`config.mk`:
```
export PLATFORM = sky130hd
export DESIGN_NAME = heat_stake_press_sequencer_core_flat
export DESIGN_NICKNAME = d
export VERILOG_FILES = /design/src/rtl/hsp_pkg.sv /design/src/rtl/hsp_if.sv /design/src/rtl/heat_stake_press_sequencer_core.sv /design/src/flat_wrapper.sv
export SDC_FILE = /design/constraint.sdc
export NUM_CORES = 1
export LEC_CHECK = 0
export BUFFER_PORTS_ARGS = -buffer_cell sky130_fd_sc_hd__buf_2
export CORE_MARGIN = 1.5
export CORE_UTILIZATION = 45
export DETAILED_ROUTE_END_ITERATION = 8
export HOLD_SLACK_MARGIN = 0.08
export REMOVE_ABC_BUFFERS = 1
export SYNTH_ARGS = -nofsm -noshare
export SYNTH_HDL_FRONTEND = slang
export SYNTH_SLANG_ARGS = --single-unit
```
`constraint.sdc`:
```
create_clock -name clk -period 5.3 [get_ports clk]
set_clock_uncertainty 0.1 [all_clocks]
set_input_delay 0.53 -clock clk [delete_from_list [all_inputs] [get_ports clk]]
set_output_delay 0.53 -clock clk [all_outputs]
set_load 0.02 [all_outputs]
```
`src/rtl/hsp_pkg.sv`:
```
// ----------------------------------------------------------------------------
// hsp_pkg
// Shared constants, phase codes and helpers for the heat-stake press sequencer.
// ----------------------------------------------------------------------------
package hsp_pkg;

	localparam int TIMER_WIDTH = 16;
	localparam int REG_WIDTH   = 16;
	localparam int INDEX_WIDTH = 2;

	// Configuration register indexes.
	localparam logic [INDEX_WIDTH-1:0] REG_STEP_DELAY = 2'd0;
	localparam logic [INDEX_WIDTH-1:0] REG_DEBOUNCE   = 2'd1;
	localparam logic [INDEX_WIDTH-1:0] REG_SECOND     = 2'd2;

	localparam logic [REG_WIDTH-1:0] STEP_DELAY_RESET = 16'd1700;
	localparam logic [REG_WIDTH-1:0] DEBOUNCE_RESET   = 16'd100;
	localparam logic [REG_WIDTH-1:0] SECOND_RESET     = 16'd1000;

	// Sequencer phase codes.
	localparam logic [4:0] PH_IDLE  = 5'd0;
	localparam logic [4:0] PH_ODEB  = 5'd1;
	localparam logic [4:0] PH_OW1   = 5'd2;
	localparam logic [4:0] PH_OW2   = 5'd3;
	localparam logic [4:0] PH_READY = 5'd4;
	localparam logic [4:0] PH_CDEB  = 5'd5;
	localparam logic [4:0] PH_CW    = 5'd6;
	localparam logic [4:0] PH_SDEB  = 5'd7;
	localparam logic [4:0] PH_SW0   = 5'd8;
	localparam logic [4:0] PH_SW1   = 5'd9;
	localparam logic [4:0] PH_SW2   = 5'd10;
	localparam logic [4:0] PH_HEAT  = 5'd11;
	localparam logic [4:0] PH_SW4   = 5'd12;
	localparam logic [4:0] PH_SW5   = 5'd13;
	localparam logic [4:0] PH_SW6   = 5'd14;
	localparam logic [4:0] PH_HOLD  = 5'd15;
	localparam logic [4:0] PH_SW7   = 5'd16;
	localparam logic [4:0] PH_SW8   = 5'd17;

	// Station one actuator bits.
	localparam logic [6:0] A_Z       = 7'h01;
	localparam logic [6:0] A_CHEM    = 7'h02;
	localparam logic [6:0] A_HOLDIN  = 7'h04;
	localparam logic [6:0] A_HOLDOUT = 7'h08;
	localparam logic [6:0] A_EP2     = 7'h10;
	localparam logic [6:0] A_EP1     = 7'h20;
	localparam logic [6:0] A_HEATER  = 7'h40;

	// Station two actuator bits.
	localparam logic [5:0] B_HEATER  = 6'h01;
	localparam logic [5:0] B_EP1     = 6'h02;
	localparam logic [5:0] B_EP2     = 6'h04;
	localparam logic [5:0] B_HOLDOUT = 6'h08;
	localparam logic [5:0] B_HOLDIN  = 6'h10;
	localparam logic [5:0] B_CHEM    = 6'h20;

	localparam logic [2:0] POS_IDLE  = 3'd0;
	localparam logic [2:0] POS_FIRST = 3'd1;
	localparam logic [2:0] POS_OUT   = 3'd2;
	localparam logic [2:0] POS_IN    = 3'd3;
	localparam logic [2:0] POS_LAST  = 3'd4;

	localparam logic [31:0] TIMER_MAX = 32'((64'd1 << TIMER_WIDTH) - 64'd1);

	// A target beyond the timer's range is cut to its largest count.
	function automatic logic [TIMER_WIDTH-1:0] timer_sat(input logic [REG_WIDTH-1:0] target);
		logic [31:0] wide;
		wide = 32'(target);
		if (wide > TIMER_MAX)
			wide = TIMER_MAX;
		return wide[TIMER_WIDTH-1:0];
	endfunction

endpackage

```
`src/rtl/hsp_if.sv`:
```
// ----------------------------------------------------------------------------
// hsp_in_if / hsp_out_if
// Valid/ready channels carrying press sample words and press result words.
// ----------------------------------------------------------------------------
interface hsp_in_if;
	logic       valid;
	logic       ready;
	logic       tick;
	logic       orient_btn;
	logic       clamp_btn;
	logic       emergency;
	logic       link_request;
	logic [7:0] time_setting;

	modport source (output valid, tick, orient_btn, clamp_btn, emergency, link_request,
		time_setting, input ready);
	modport sink (input valid, tick, orient_btn, clamp_btn, emergency, link_request,
		time_setting, output ready);
endinterface

interface hsp_out_if;
	logic       valid;
	logic       ready;
	logic [6:0] m1_drive;
	logic [5:0] m2_drive;
	logic [2:0] clamp_step;
	logic       busy_res;
	logic       emergency_hold;

	modport source (output valid, m1_drive, m2_drive, clamp_step, busy_res, emergency_hold,
		input ready);
	modport sink (input valid, m1_drive, m2_drive, clamp_step, busy_res, emergency_hold,
		output ready);
endinterface

```
`src/rtl/heat_stake_press_sequencer_core.sv`:
```
// ----------------------------------------------------------------------------
// heat_stake_press_sequencer_core
// Two-station heat-stake press sequencer: orient, clamp cycle, heat and hold.
// ----------------------------------------------------------------------------
// A sample word is held in the sample register, its result word in the result register.
// Throughput: one word per cycle while the result channel is not stalled; the
// sequencer state and timer update in a single pass between the two registers.
// Reset: arst_n clears the phase, timers, actuator bits and valid flags, and
// returns the configuration registers to their default values.
module heat_stake_press_sequencer_core
	import hsp_pkg::*;
(
	input  logic                   clk,
	input  logic                   arst_n,
	input  logic                   cfg_we,
	input  logic [INDEX_WIDTH-1:0] cfg_index,
	input  logic [REG_WIDTH-1:0]   cfg_data,
	hsp_in_if.sink                 sample,
	hsp_out_if.source              result
);

	logic [REG_WIDTH-1:0] step_delay_q, debounce_q, second_q;

	logic       valid_s1;
	logic       tick_s1, ori_s1, clp_s1, emer_s1, link_s1;
	logic [7:0] ts_s1;

	logic [4:0]             phase_q, phase_n;
	logic [TIMER_WIDTH-1:0] wait_q, wait_n;
	logic [4:0]             secs_q, secs_n;
	logic [2:0]             pos_q, pos_n;
	logic                   link_q, link_n;
	logic [4:0]             heat_q, heat_n, hold_q, hold_n;
	logic [6:0]             st1_q, st1_n;
	logic [5:0]             st2_q, st2_n;

	logic                   out_valid_q;
	logic [6:0]             m1_q;
	logic [5:0]             m2_q;
	logic [2:0]             step_q;
	logic                   busy_q, ehold_q;

	logic                   advance;
	logic [REG_WIDTH-1:0]   target_raw;
	logic [TIMER_WIDTH-1:0] target;
	logic                   wait_end;
	logic [6:0]             set1, clr1;
	logic [5:0]             set2, clr2;
	logic                   busy_n;

	assign advance      = valid_s1 && (!out_valid_q || result.ready);
	assign sample.ready = !valid_s1 || advance;

	always_ff @(posedge clk or negedge arst_n) begin
		if (!arst_n) begin
			step_delay_q <= STEP_DELAY_RESET;
			debounce_q   <= DEBOUNCE_RESET;
			second_q     <= SECOND_RESET;
		end else if (cfg_we) begin
			case (cfg_index)
				REG_STEP_DELAY: step_delay_q <= cfg_data;
				REG_DEBOUNCE:   debounce_q   <= cfg_data;
				REG_SECOND:     second_q     <= cfg_data;
				default: ;
			endcase
		end
	end

	// Sample register.
	always_ff @(posedge clk or negedge arst_n) begin
		if (!arst_n)
			valid_s1 <= 1'b0;
		else if (sample.ready)
			valid_s1 <= sample.valid;
	end

	always_ff @(posedge clk) begin
		if (sample.valid && sample.ready) begin
			tick_s1 <= sample.tick;
			ori_s1  <= sample.orient_btn;
			clp_s1  <= sample.clamp_btn;
			emer_s1 <= sample.emergency;
			link_s1 <= sample.link_request;
			ts_s1   <= sample.time_setting;
		end
	end

	// Every wait shares one timer; the phase picks which length it runs against.
	always_comb begin
		case (phase_q)
			PH_ODEB, PH_CDEB, PH_SDEB: target_raw = debounce_q;
			PH_HEAT, PH_HOLD:          target_raw = second_q;
			default:                   target_raw = step_delay_q;
		endcase
	end

	assign target   = timer_sat(target_raw);
	assign wait_end = !emer_s1 && (wait_q >= target);

	always_comb begin
		phase_n = phase_q;
		wait_n  = wait_q;
		secs_n  = secs_q;
		pos_n   = pos_q;
		link_n  = link_q;
		heat_n  = heat_q;
		hold_n  = hold_q;
		set1    = '0;
		clr1    = '0;
		set2    = '0;
		clr2    = '0;

		if (!emer_s1 && !wait_end && tick_s1)
			wait_n = wait_q + TIMER_WIDTH'(1);

		case (phase_q)
			PH_ODEB: begin
				if (wait_end) begin
					wait_n = '0;
					if (ori_s1) begin
						pos_n   = POS_FIRST;
						set1    = A_Z | A_CHEM;
						set2    = B_CHEM;
						phase_n = PH_OW1;
					end else
						phase_n = PH_IDLE;
				end
			end
			PH_OW1: begin
				if (wait_end) begin
					set1    = A_EP1 | A_EP2;
					set2    = B_EP1 | B_EP2;
					wait_n  = '0;
					phase_n = PH_OW2;
				end
			end
			PH_OW2, PH_CW: begin
				if (wait_end) begin
					wait_n  = '0;
					phase_n = PH_READY;
				end
			end
			PH_READY: begin
				wait_n = wait_q;
				if (!emer_s1) begin
					if (clp_s1) begin
						wait_n  = '0;
						phase_n = PH_CDEB;
					end else if (ori_s1 && pos_q == POS_IN) begin
						wait_n  = '0;
						phase_n = PH_SDEB;
					end
				end
			end
			PH_CDEB: begin
				if (wait_end) begin
					wait_n = '0;
					if (clp_s1) begin
						phase_n = PH_CW;
						case (pos_q)
							POS_FIRST: begin
								pos_n = POS_OUT;
								set1  = A_HOLDOUT;
								set2  = B_HOLDOUT;
							end
							POS_OUT: begin
								pos_n = POS_IN;
								set1  = A_HOLDIN;
								set2  = B_HOLDIN;
							end
							POS_IN: begin
								pos_n = POS_LAST;
								clr1  = A_HOLDOUT;
								clr2  = B_HOLDOUT;
							end
							default: begin
								// Position zero, position four, or anything past it, wraps round to one.
								pos_n = POS_FIRST;
								clr1  = A_HOLDIN | A_HOLDOUT;
								clr2  = B_HOLDIN | B_HOLDOUT;
							end
						endcase
					end else
						phase_n = PH_READY;
				end
			end
			PH_SDEB: begin
				if (wait_end) begin
					wait_n = '0;
					if (ori_s1 && pos_q == POS_IN) begin
						clr1    = A_EP1 | A_EP2;
						clr2    = B_EP1 | B_EP2;
						phase_n = PH_SW0;
					end else
						phase_n = PH_READY;
				end
			end
			PH_SW0: begin
				if (wait_end) begin
					clr1    = A_CHEM;
					clr2    = B_CHEM;
					wait_n  = '0;
					phase_n = PH_SW1;
				end
			end
			PH_SW1: begin
				if (wait_end) begin
					set1    = A_HEATER;
					set2    = B_HEATER;
					wait_n  = '0;
					phase_n = PH_SW2;
				end
			end
			PH_SW2: begin
				if (wait_end) begin
					set1    = A_EP1 | A_EP2;
					set2    = B_EP1 | B_EP2;
					secs_n  = heat_q;
					wait_n  = '0;
					phase_n = PH_HEAT;
				end
			end
			PH_HEAT, PH_HOLD: begin
				if (secs_q == 5'd0) begin
					wait_n  = '0;
					phase_n = (phase_q == PH_HEAT) ? PH_SW4 : PH_SW7;
					if (phase_q == PH_HEAT) begin
						clr1 = A_EP1 | A_EP2;
						clr2 = B_EP1 | B_EP2;
					end else begin
						clr1 = A_HOLDOUT | A_HOLDIN;
						clr2 = B_HOLDOUT | B_HOLDIN;
					end
				end else if (wait_end) begin
					secs_n = secs_q - 5'd1;
					wait_n = '0;
				end
			end
			PH_SW4: begin
				if (wait_end) begin
					clr1    = A_HEATER;
					clr2    = B_HEATER;
					wait_n  = '0;
					phase_n = PH_SW5;
				end
			end
			PH_SW5: begin
				if (wait_end) begin
					set1    = A_EP1 | A_EP2;
					set2    = B_EP1 | B_EP2;
					wait_n  = '0;
					phase_n = PH_SW6;
				end
			end
			PH_SW6: begin
				if (wait_end) begin
					secs_n  = hold_q;
					wait_n  = '0;
					phase_n = PH_HOLD;
				end
			end
			PH_SW7: begin
				if (wait_end) begin
					clr1    = A_EP1 | A_EP2 | A_Z;
					clr2    = B_EP1 | B_EP2;
					wait_n  = '0;
					phase_n = PH_SW8;
				end
			end
			PH_SW8: begin
				if (wait_end) begin
					pos_n   = POS_IDLE;
					wait_n  = '0;
					phase_n = PH_IDLE;
				end
			end
			default: begin
				// Idle, and any code that means nothing, behaves as idle.
				phase_n = PH_IDLE;
				wait_n  = wait_q;
				if (!emer_s1) begin
					hold_n = {ts_s1[3:0], 1'b0};
					heat_n = {ts_s1[7:4], 1'b0};
					link_n = link_s1;
					if (ori_s1) begin
						wait_n  = '0;
						phase_n = PH_ODEB;
					end
				end
			end
		endcase

		st1_n = (st1_q & ~clr1) | set1;
		st2_n = link_q ? ((st2_q & ~clr2) | set2) : st2_q;
	end

	assign busy_n = !(phase_n == PH_IDLE || phase_n == PH_READY);

	always_ff @(posedge clk or negedge arst_n) begin
		if (!arst_n) begin
			phase_q <= PH_IDLE;
			wait_q  <= '0;
			secs_q  <= '0;
			pos_q   <= POS_IDLE;
			link_q  <= 1'b0;
			heat_q  <= '0;
			hold_q  <= '0;
			st1_q   <= '0;
			st2_q   <= '0;
		end else if (advance) begin
			phase_q <= phase_n;
			wait_q  <= wait_n;
			secs_q  <= secs_n;
			pos_q   <= pos_n;
			link_q  <= link_n;
			heat_q  <= heat_n;
			hold_q  <= hold_n;
			st1_q   <= st1_n;
			st2_q   <= st2_n;
		end
	end

	// Result register.
	always_ff @(posedge clk or negedge arst_n) begin
		if (!arst_n)
			out_valid_q <= 1'b0;
		else if (advance)
			out_valid_q <= 1'b1;
		else if (result.ready)
			out_valid_q <= 1'b0;
	end

	always_ff @(posedge clk) begin
		if (advance) begin
			m1_q    <= st1_n;
			m2_q    <= st2_n;
			step_q  <= pos_n;
			busy_q  <= busy_n;
			ehold_q <= busy_n && emer_s1;
		end
	end

	assign result.valid          = out_valid_q;
	assign result.m1_drive       = m1_q;
	assign result.m2_drive       = m2_q;
	assign result.clamp_step     = step_q;
	assign result.busy_res       = busy_q;
	assign result.emergency_hold = ehold_q;

endmodule

```
`src/flat_wrapper.sv`:
```
// flat-port wrapper written by rule: the top's interface ports become plain ports
module heat_stake_press_sequencer_core_flat import hsp_pkg::*;
  (clk, arst_n, cfg_we, cfg_index, cfg_data, sample_valid, sample_tick, sample_orient_btn, sample_clamp_btn, sample_emergency, sample_link_request, sample_time_setting, sample_ready, result_valid, result_m1_drive, result_m2_drive, result_clamp_step, result_busy_res, result_emergency_hold, result_ready);
  hsp_in_if sample_i ();
  hsp_out_if result_i ();
  input  logic clk;
  input  logic arst_n;
  input  logic cfg_we;
  input  logic [INDEX_WIDTH-1:0] cfg_index;
  input  logic [REG_WIDTH-1:0] cfg_data;
  input wire logic [$bits(sample_i.valid)-1:0] sample_valid;
  input wire logic [$bits(sample_i.tick)-1:0] sample_tick;
  input wire logic [$bits(sample_i.orient_btn)-1:0] sample_orient_btn;
  input wire logic [$bits(sample_i.clamp_btn)-1:0] sample_clamp_btn;
  input wire logic [$bits(sample_i.emergency)-1:0] sample_emergency;
  input wire logic [$bits(sample_i.link_request)-1:0] sample_link_request;
  input wire logic [$bits(sample_i.time_setting)-1:0] sample_time_setting;
  output wire logic [$bits(sample_i.ready)-1:0] sample_ready;
  output wire logic [$bits(result_i.valid)-1:0] result_valid;
  output wire logic [$bits(result_i.m1_drive)-1:0] result_m1_drive;
  output wire logic [$bits(result_i.m2_drive)-1:0] result_m2_drive;
  output wire logic [$bits(result_i.clamp_step)-1:0] result_clamp_step;
  output wire logic [$bits(result_i.busy_res)-1:0] result_busy_res;
  output wire logic [$bits(result_i.emergency_hold)-1:0] result_emergency_hold;
  input wire logic [$bits(result_i.ready)-1:0] result_ready;
  assign sample_i.valid = sample_valid;
  assign sample_i.tick = sample_tick;
  assign sample_i.orient_btn = sample_orient_btn;
  assign sample_i.clamp_btn = sample_clamp_btn;
  assign sample_i.emergency = sample_emergency;
  assign sample_i.link_request = sample_link_request;
  assign sample_i.time_setting = sample_time_setting;
  assign sample_ready = sample_i.ready;
  assign result_valid = result_i.valid;
  assign result_m1_drive = result_i.m1_drive;
  assign result_m2_drive = result_i.m2_drive;
  assign result_clamp_step = result_i.clamp_step;
  assign result_busy_res = result_i.busy_res;
  assign result_emergency_hold = result_i.emergency_hold;
  assign result_i.ready = result_ready;
  heat_stake_press_sequencer_core u_core (.clk(clk), .arst_n(arst_n), .cfg_we(cfg_we), .cfg_index(cfg_index), .cfg_data(cfg_data), .sample(sample_i), .result(result_i));
endmodule
```
==> results of run 1 <==
worst min-delay path by stage:
stage | endpoint | slack [ns]
final | u_core.second_q[4] | 0.09
after detailed placement | u_core.link_q | 0.36
after floorplan | u_core.debounce_q[0] | 0.13
after global placement | u_core.heat_q[2] | 0.36
after CTS | u_core.debounce_q[3] | 0.12
after global routing | u_core.second_q[4] | 0.15
synth_stat cells, types with 3 or more instances:
cell type,number
and3_1,4
ha_1,18
inv_1,8
nand2b_1,9
clkbuf_1,15
nand4_1,8
a21o_1,3
nor3_2,11
buf_4,4
and4_1,3
nor2b_1,4
nor2_1,50
a31oi_1,8
o21ai_0,29
dfstp_2,14
nand3_1,16
mux2_2,58
dfrtp_1,87
nand3b_1,3
edfxtp_1,31
a21oi_1,41
nand2_1,41
xnor2_1,16
o21ai_1,12
nor3_1,9
buf_2,10
a22oi_1,3
a22o_1,21
a221oi_1,4
and2_1,4
or4_1,4
metal layers:
layer,global-route usage [%],wire [µm],vias to the layer above
li1,-,-,2349
met1,27.8,7050,2502
met2,31.1,7120,117
met3,5.78,747,16
met4,6.62,175,0
met5,0,0,-
critical path, cell delays in order, from the launching register on:
cell and delay (ns):
dfrtp_1 0.71, nand2b_1 0.36, nor2_1 0.23, buf_4 0.25, nor2_1 0.06, buf_4 0.20, nand2_1 0.08, nand2_1 0.05
ha_1 0.19, nor2b_1 0.13, o21ai_1 0.15, a41oi_2 0.18, o21ai_2 0.62, nand3_2 0.29, or4b_4 0.58, o21ai_1 0.14
cells by family after synthesis:
group / Yosys count
multiplexers: 60
adder cells (fa/ha/maj): 18
AO/OA/AOI/OAI: 151
flip-flops: 132
XOR/XNOR: 17
buffers and inverters: 39
AND/OR/NAND/NOR: 184
power by group:
group          internal [mW]  leakage, nW  switching, mW
logic                  0.274         1.39          0.337
registers               1.21         1.53          0.125
clock network          0.745        0.295          0.444
sequential cells by signal (all words and copies together) (netlist names), 6 cells and up:
signal / flops
u_core.debounce_q: 16
u_core.step_delay_q: 16
u_core.second_q: 16
u_core.result.m1_drive: 7
u_core.st2_q: 6
u_core.st1_q: 7
u_core.wait_q: 16
u_core.result.m2_drive: 6
u_core.ts_s1: 8
stage by stage:
stage | hold WS, ns | std cells | worst slack (ns) | power [mW] | util (%)
2_1_floorplan | 0.134 | 571 | 0.460 | 1.76 | -
3_3_place_gp | 0.359 | 822 | 1.00 | 1.94 | 49.3
3_5_place_dp | 0.361 | 822 | 0.860 | 1.96 | 49.3
4_1_cts | 0.117 | 854 | 0.797 | 3.17 | 53.4
5_1_grt | 0.149 | 854 | 0.530 | 3.30 | 53.4
6_report | 0.0948 | 854 | 0.807 | 3.14 | 53.4
final cells by class:
type                            instances  area share (%)
Timing Repair Buffer                   67            4.72
Inverter                                9           0.433
Sequential cell                       132            44.6
Clock buffer                           21            6.18
Multi-Input combinational cell        430            39.6
Tap cell                              184            2.95
Clock inverter                         11            1.57
==> metrics.md, run 1 <==
| Metric | Value |
|---|---|
| Outcome | finished clean |
| First-pass GRT wire length | 25.1 mm |
| Final WL | ~15 mm |
| CP max FO | 17 |
| CP startpoint | u_core.phase_q[3] |
| Ant diodes | 0 |
| Per-cell routed wire length | 17.7 µm |
| Pins over their slew limit | 0 |
| Core box area | 14600 µm² |
| Post-synth top area cell | dfrtp_1 |
| Pwr dens | 402 nW/µm² |
| Critical Path RT | 5.47 ns |
| Setup Viol. Count Final | 0 |
| Clock tree buffer depth | 2 |
| Setup bufs post-CTS | 0 |
| I/O pin total | 56 |
| Final hold violation count | 0 |
| CTS tree | yes |
| Width of the die | ~130 µm |
| Critical path class | register to register |
| Full die area | 15700 µm² |
| Leakage | 3.22 nW |
| Critical Path End | u_core.result.m2_drive[3] |
| DR vias/cell | 5.84 |
| Share of layout cells above drive strength 1 | slightly below 30% |
| Final worst path period need | 4.49 ns |
| Total gr overflow | 0 |
| Simple logic cell fraction of the synthesized area | 15.2% |
| Num CTS Buffers | 17 |
| Number of synthesis warnings | 0 |
| Most common cell after layout, fill and taps aside | dfrtp_1 |
| RR Startpoint | u_core.phase_q[3] |
| Clk slew on worst S/H paths | 0.06 ns |
| DIE HEIGHT | 125 µm |
| DP HPWL | 10.2 mm |
| Peak supply drop | 214 µV |
| Tcrit/Tclk final | between 80% and 90% |
| Netlist Area Pre-Place | 6740 µm² |
| Post-Syn Instances | 601 |
| H-tree Lvls | 4 |
| Setup TNS | 0 ns |
| Site Rows | between 40 and 50 |
| Fraction of registers with async set/reset | 76.5% |
| Most frequent cells in the layout | dfrtp_1, mux2_2, buf_2 |
| Crit end category | register |
| Crit start category | register |
| Remaining DRCs | 0 |
| Detailed Routing Iterations Pass 1 | 5 |
| Total GRT Usage | about a fifth |
| Seq cells post-synth | 132 |
| Worst reg2reg path depth | 15 |
| Design area | 7790 µm² |
| Area share of fa/ha/maj cells after synthesis | 3.34% |
| Area of the multi-input gates | 3080 µm² |
| PostCTS Resize Cnt | 0 |
| Post-synthesis mux area share | 9.99% |
| Skew-Pair Late Insertion Delay | about 0.42 ns |
| DR iter-0 viols | 405 |
| Max-cap violation count | 0 |
| Vias in the first global route | about 5000 |
| RSZ-0062 raised after global routing | no |
| Port buffer count | 55 |
| Slew margin rel. | 35.0% |
| Largest net degree at the start of global routing | 63 |
| Unique masters post-synth | 68 |
| Initial antenna violation count | 0 |
| Worst slew pin tran | 0.973 ns |
| Post-synthesis xor/xnor area fraction | 2.21% |
| Post-synthesis compound-gate area fraction | ~15% |
| Peak Freq | 0.223 GHz |
| Sequential cell area | between 3000 and 4000 µm² |
| Seq/Total Area, Yosys | roughly half |
| Top cells by area, synth | dfrtp_1, edfxtp_1, mux2_2 |
| Hold/Removal Path Class | primary input to async pin |
| Placed Instance Area | between 7000 and 8000 µm² |
| Synth top area share | 32.3% |
| Crit path DAT | ~4.7 ns |
| Top_reg_cell synth | dfrtp_1 |
| Largest family of logic cells by synthesized area | simple AND/OR/NAND/NOR gates |
| Routability cong. | 0.874 |
| Final ANT Viol Nets | 0 |
| Worst R2R End | u_core.result.m2_drive[3] |
| Total number of vias | 4984 |
| Initial Utilization | 46.2% |
| Reg2reg setup slack | 0.81 ns |
| CTS Sinks | 132 |
| Post-synth EDFFs | 31 |
| Number of fill cells in the layout | about 1300 |
| Hold-fix buffers, CTS | 0 |
| Layout area overhead | 15.7% |
| Syn_area_per_cell | 11.2 µm² |
| Clock Tree Root | clkbuf_16 |
| Nets | 711 |
(Power assumes the default switching activity.)
==> inputs of run 2 (changes only) <==
--- a/config.mk
+++ b/config.mk
@@ -10,6 +10,7 @@
 export CORE_UTILIZATION = 45
 export DETAILED_ROUTE_END_ITERATION = 8
 export HOLD_SLACK_MARGIN = 0.08
+export PLACE_DENSITY = 0.65
 export REMOVE_ABC_BUFFERS = 1
 export SYNTH_ARGS = -nofsm -noshare
 export SYNTH_HDL_FRONTEND = slang
==> constraint.sdc (replaced) <==
create_clock -name clk -period 4 [get_ports clk]
set_clock_uncertainty 0.1 [all_clocks]
set_input_delay 0.4 -clock clk [delete_from_list [all_inputs] [get_ports clk]]
set_output_delay 0.4 -clock clk [all_outputs]
set_load 0.02 [all_outputs]
==> metrics.md, run 2 (synthesis results as in run 1) <==
| Metric | Value |
|---|---|
| Outcome | finished clean |
| Leakage | 3.30 nW (+2.7%) |
| DR vias/cell | 5.72 (-2.0%) |
| Per-cell routed wire length | 17.7 µm (+0.23%) |
| Pwr dens | 518 nW/µm² (+29%) |
| Crit path max-delay cell type | or4_1 |
| Slew margin rel. | 37.3% (+2.3 points) |
| Reg2reg setup slack | 0.28 ns (-0.52 ns) |
| Setup TNS | 0 ns (unchanged) |
| Fin cells | 876 (+2.6%) |
| Peak supply drop | 320 µV (+50%) |
| Setup bufs post-CTS | 0 (unchanged) |
| Tcrit/Tclk final | 92.9% (+8.1 points) |
| Initial antenna violation count | 0 (unchanged) |
| Post-layout util | 54.8% (+1.3 points) |
| Worst slew pin tran | 0.939 ns (-0.0342 ns) |
| Ant diodes | 0 (unchanged) |
| Skew-Pair Late Insertion Delay | 0.42 ns (about the same) |
| Crit start category | register |
| Final WL | 15.5 mm (+2.8%) |
| Max-cap violation count | 0 (unchanged) |
| Most common cell after layout, fill and taps aside | dfrtp_1 |
| Final worst path period need | 3.72 ns (-0.778 ns) |
| Site Rows | 44 (unchanged) |
| Hold/Removal Path Class | primary input to register |
| Detailed Routing Iterations Pass 1 | 4 (-1) |
| Clock tree buffer depth | 2 (unchanged) |
| Total GRT Usage | 21.3% (+1.0 points) |
| DIE HEIGHT | 125 µm (unchanged) |
| Crit end category | register |
| RSZ-0062 raised after global routing | no |
| Crit path DAT | 3.78 ns (-0.89 ns) |
| Total number of vias | 5012 (+0.56%) |
| CTS Sinks | 132 (unchanged) |
| DR iter-0 viols | 368 (-9.1%) |
| Slowest stage delay, CP | 0.51 ns (-0.20 ns) |
| DP HPWL | 10.6 mm (+4.3%) |
| Critical path class | register to register |
| I/O pin total | 56 (unchanged) |
| Clk slew on worst S/H paths | 0.06 ns (about the same) |
| Setup Viol. Count Final | 0 (unchanged) |
| Routability cong. | 0.964 (+10%) |
| Full die area | 15700 µm² (unchanged) |
| Vias in the first global route | 5075 (+2.5%) |
| Core box area | 14600 µm² (unchanged) |
| First-pass GRT wire length | 26.5 mm (+5.8%) |
| H-tree Lvls | 4 (unchanged) |
| Pins over their slew limit | 0 (unchanged) |
| Tot Pwr | 4.14 mW (+32%) |
| Final hold violation count | 0 (unchanged) |
| Total gr overflow | 0 (unchanged) |
| Initial Utilization | 46.2% (unchanged) |
| CP max FO | 20 (+3) |
| Nets | 733 (+3.1%) |
| Width of the die | 125 µm (unchanged) |
| Remaining DRCs | 0 (unchanged) |
| Final ANT Viol Nets | 0 (unchanged) |
| Placed insts | 829 (+0.85%) |
| Most frequent cells in the layout | dfrtp_1, mux2_2, buf_2 |
| Num CTS Buffers | 17 (unchanged) |
| Critical Path RT | 4.07 ns (-1.40 ns) |
| Peak Freq | 0.269 GHz (+21%) |
| Clock Tree Root | clkbuf_16 |
| Largest net degree at the start of global routing | 67 (+6.3%) |
| Port buffer count | 55 (unchanged) |
| Layout area overhead | 18.6% |
| CTS tree | yes |
| Share of layout cells above drive strength 1 | 30.2% (+0.50 points) |
| Cell Chain, Critical Path | nand2_1 -> nor2_1 -> buf_4 -> a22o_1 -> a21oi_1 -> ha_1 -> nand2_1 -> o21ai_1 -> a41oi_2 -> o31a_2 -> or4_1 -> o21ai_1 -> a21oi_1 |
==> run 2: power by group <==
group          total [mW]  internal, mW  switching (mW)
Clock                1.50         0.909           0.591
Combinational       0.882         0.387           0.495
Sequential           1.75          1.60           0.151
==> run 2: what timing repair did <==
| item | in CTS | in global routing |
|---|---|---|
| hold buffers | 15 | 0 |
| gates resized for setup | 1 | 6 |
| setup endpoints to repair | 54 | 51 |
| endpoints found under the hold margin | 77 | 0 |
| cloned | 0 | 0 |
==> run 2: area by class of cell <==
| cell class | count | area, µm² |
|---|---|---|
| Fill cell | 1252 | 6600 |
| Sequential cell | 132 | 3480 |
| Multi-Input combinational cell | 430 | 3100 |
| Timing Repair Buffer | 89 | 574 |
| Clock buffer | 21 | 472 |
| Tap cell | 184 | 230 |
| Clock inverter | 11 | 100 |
| Inverter | 9 | 33.8 |
==> run 2: stage by stage <==
step | setup slack (ns) | hold slack, ns | cell area (µm²)
after CTS | 0.127 | 0.115 | 7970
after detailed placement | -0.194 | 0.365 | 7240
after floorplan | -0.840 | 0.00441 | 6590
after global placement | 0.0162 | 0.361 | 7240
final | 0.284 | 0.131 | 7990
after global routing | 0.0446 | 0.123 | 7990
==> run 2: critical path, delay by kind of cell, from the launching register on <==
family / cells / cell delay (ns)
flops: 1 / 0.43
buf+inv: 1 / 0.32
fa+ha+maj: 1 / 0.32
simple gates: 4 / 0.98
compound gates: 7 / 1.29
==> run 2: layer usage <==
metal  up-vias  wire length [µm]  share of wire (%)  GRT usage (%)
li1       2394                 -                  -              -
met1      2442              7480                 48           30.0
met2       162              7030                 45           32.5
met3        14               832                5.4           5.31
met4         0               181                1.2           6.75
met5         -                 0                  0              0
==> run 2: final timing paths <==
| path | startpoint | endpoint | cells past startpoint |
|---|---|---|---|
| setup / recovery | u_core.phase_q[1] | u_core.result.m2_drive[0] | 13 |
| hold / removal | cfg_data[7] | u_core.debounce_q[7] | 2 |
| setup reg to reg | u_core.phase_q[1] | u_core.result.m2_drive[0] | 13 |
| hold reg to reg | u_core.link_s1 | u_core.link_q | 2 |
| max in group asynchronous | arst_n | u_core.step_delay_q[5] | 3 |
| min in group asynchronous | arst_n | u_core.wait_q[1] | 2 |
==> inputs of run 3 (changes only) <==
--- a/config.mk
+++ b/config.mk
@@ -5,6 +5,7 @@
 export SDC_FILE = /design/constraint.sdc
 export NUM_CORES = 1
 export LEC_CHECK = 0
+export ABC_AREA = 1
 export BUFFER_PORTS_ARGS = -buffer_cell sky130_fd_sc_hd__buf_2
 export CORE_MARGIN = 1.5
 export CORE_UTILIZATION = 45
==> metrics.md, run 3 <==
| Metric | Value |
|---|---|
| Pwr dens | 591 nW/µm² (+14%) |
| CTS Sinks | 132 (unchanged) |
| Remaining DRCs | 0 (unchanged) |
| Seq/Total Area, Yosys | 51.4% (-0.17 points) |
| Post-synth top area cell | dfrtp_1 |
| Core box area | 14600 µm² (unchanged) |
| Hold_ws | 0.126 ns (-0.00513 ns) |
| Most common cell after layout, fill and taps aside | nand2_1 |
| Design area | 8280 µm² (+3.6%) |
| DR vias/cell | 4.95 (-13%) |
| Final hold violation count | 0 (unchanged) |
| Final WL | 15.3 mm (-1.3%) |
| Pins over their slew limit | 0 (unchanged) |
| Setup Viol. Count Final | 0 (unchanged) |
| Unique masters post-synth | 41 (-40%) |
| Crit path DAT | 3.90 ns (+0.12 ns) |
| Tcrit/Tclk final | 91.8% (-1.0 points) |
| Nets | 971 (+32%) |
| Clk slew on worst S/H paths | 0.06 ns (about the same) |
| Tot Pwr | 4.90 mW (+18%) |
| Top_reg_cell synth | dfrtp_1 |
| Critical path buffers and inverters | 8 (+7) |
| Ant diodes | 0 (unchanged) |
| DIE HEIGHT | 126 µm (+0.16%) |
| I/O pin total | 56 (unchanged) |
| Num CTS Buffers | 17 (unchanged) |
| CP max FO | 8 (-60%) |
| Slew margin rel. | 29.0% (-8.3 points) |
| RSZ-0062 raised after global routing | no |
| Final ANT Viol Nets | 0 (unchanged) |
| Routability cong. | 0.936 (-2.9%) |
| Layout area overhead | 22.6% |
| Crit end category | register |
| Final worst path period need | 3.67 ns (-0.0417 ns) |
| Crit start category | register |
| Outcome | finished clean |
| Placed Instance Area | 7440 µm² (+2.7%) |
| Full die area | 15800 µm² (+0.33%) |
| Total number of vias | 5518 (+10%) |
| Initial Utilization | 46.3% (+0.15 points) |
| Post-Syn Instances | 815 (+36%) |
| Worst hold stages | 3 (+1) |
| Peak Freq | 0.272 GHz (+1.1%) |
| Port buffer count | 55 (unchanged) |
| Hold Path Sink | u_core.second_q[8] |
| Clock Tree Root | clkbuf_16 |
| Synth top area share | 32.2% (-0.11 points) |
| Vias in the first global route | 5480 (+8.0%) |
| Syn_area_per_cell | 8.29 µm² (-26%) |
| Skew-Pair Late Insertion Delay | 0.42 ns (about the same) |
| Hold/Removal Path Class | primary input to register |
| Number of synthesis warnings | 0 (unchanged) |
| Peak supply drop | 323 µV (+1.1%) |
| Top-count cell post-synth | nand2_1 |
| Synth top cells by count | nand2_1, inv_1, o21ai_0, dfrtp_1, nor2_1 |
| Worst reg2reg path depth | 28 (+15) |
| Initial antenna violation count | 0 (unchanged) |
| H-tree Lvls | 4 (unchanged) |
| Largest net degree at the start of global routing | 57 (-15%) |
| Most frequent cells in the layout | nand2_1, inv_1, o21ai_0 |
| Detailed Routing Iterations Pass 1 | 4 (unchanged) |
| Top cells by area, synth | dfrtp_1, edfxtp_1, nand2_1 |
| RR Startpoint | u_core.phase_q[3] |
| Netlist Area Pre-Place | 6760 µm² (+0.33%) |
| DR iter-0 viols | 320 (-13%) |
| Hold Startpoint | cfg_data[8] |
| Post-synth EDFFs | 31 (unchanged) |
| Setup TNS | 0 ns (unchanged) |
| Width of the die | 126 µm (+0.16%) |
| First-pass GRT wire length | 26.2 mm (-1.3%) |
| Total GRT Usage | 21.0% (-0.33 points) |
| Site Rows | 44 (unchanged) |
| Reg2reg setup slack | 0.33 ns (+0.04 ns) |
| Fraction of registers with async set/reset | 76.5% (unchanged) |
| Critical path class | register to register |
| DP HPWL | 10.9 mm (+2.7%) |
| Leakage | 4.05 nW (+23%) |
| Clock tree buffer depth | 2 (unchanged) |
| Worst slew pin tran | 1.06 ns (+0.124 ns) |
| Crit-path leading delay family | simple AND/OR/NAND/NOR gates |
| Total gr overflow | 0 (unchanged) |
| Worst R2R End | u_core.st1_q[5] |
| CTS tree | yes |
| Share of layout cells above drive strength 1 | 18.5% (-12 points) |
| Slowest stage delay, CP | 0.37 ns (-0.14 ns) |
| Seq cells post-synth | 132 (unchanged) |
| Per-cell routed wire length | 13.7 µm (-22%) |
| Crit path max-delay cell type | dfrtp_1 |
| Critical Path Most Common Cell | nand2_1 |
| Critical Path RT | 4.23 ns (+0.16 ns) |
| Max-cap violation count | 0 (unchanged) |
## run 3: per-layer routing
layer | global-route usage, % | wire length [µm] | vias to the layer above | part of all wire (%)
met5 | 0 | 0 | - | 0
met4 | 6.95 | 219 | 0 | 1.4
met3 | 5.35 | 540 | 20 | 3.5
met2 | 35.7 | 7630 | 98 | 50
met1 | 26.0 | 6920 | 2530 | 45
li1 | - | - | 2870 | -
## run 3: what timing repair did
action / 4_1_cts / 5_1_grt
hold buffers: 15 / 0
gates resized for setup: 0 / 13
buffers inserted: 0 / 3
endpoints found under the hold margin: 65 / 0
endpoints found under the setup margin: 0 / 56
## run 3: metrics by stage
step,std cells,utilization (%),setup WS (ns)
6_report,1114,56.8,0.326
5_1_grt,1114,56.8,0.00277
3_3_place_gp,1064,51.0,0.148
3_5_place_dp,1064,51.0,0.165
4_1_cts,1111,56.4,0.106
2_1_floorplan,792,-,0.223
## run 3: worst max path at each step
stage,end,start,depth (start not counted),slack [ns]
after detailed placement,u_core.result.busy_res,u_core.phase_q[0],30,0.16
after CTS,u_core.result.busy_res,u_core.phase_q[0],30,0.11
after floorplan,u_core.wait_q[0],u_core.phase_q[1],20,0.22
final,u_core.st1_q[5],u_core.phase_q[3],28,0.33
after global routing,u_core.result.emergency_hold,u_core.phase_q[3],30,0.003
after global placement,u_core.result.busy_res,u_core.phase_q[0],26,0.15
## run 3: area by class of cell
class,instances,area [µm²]
Fill cell,1343,6310
Sequential cell,132,3480
Multi-Input combinational cell,552,2780
Timing Repair Buffer,106,739
Clock buffer,19,443
Inverter,108,405
Tap cell,184,230
Clock inverter,13,206
## run 3: kinds of logic after synthesis
| kind of cell | after synthesis | share of synthesized area, % |
|---|---|---|
| DFF | 132 | 51.4 |
| and+or+nand+nor | 360 | 22.7 |
| buffers and inverters | 131 | 7.70 |
| xor gates and xnor gates | 6 | 0.778 |
| adders and majority gates | 18 | 3.33 |
| AOI/OAI and AO/OA | 168 | 14.1 |
## run 3: worst register-to-register path: cells and delay by family (launching register included)
family          cells  cell delay (ns)
flops               1             0.37
fa+ha+maj           1             0.31
buf+inv             8             0.94
simple gates       15             1.47
compound gates      4             0.38
## run 3: where the power goes
group,internal [mW],switching [mW],total (mW)
Sequential,1.67,0.141,1.81
Combinational,0.535,0.849,1.38
Clock,1.12,0.583,1.70
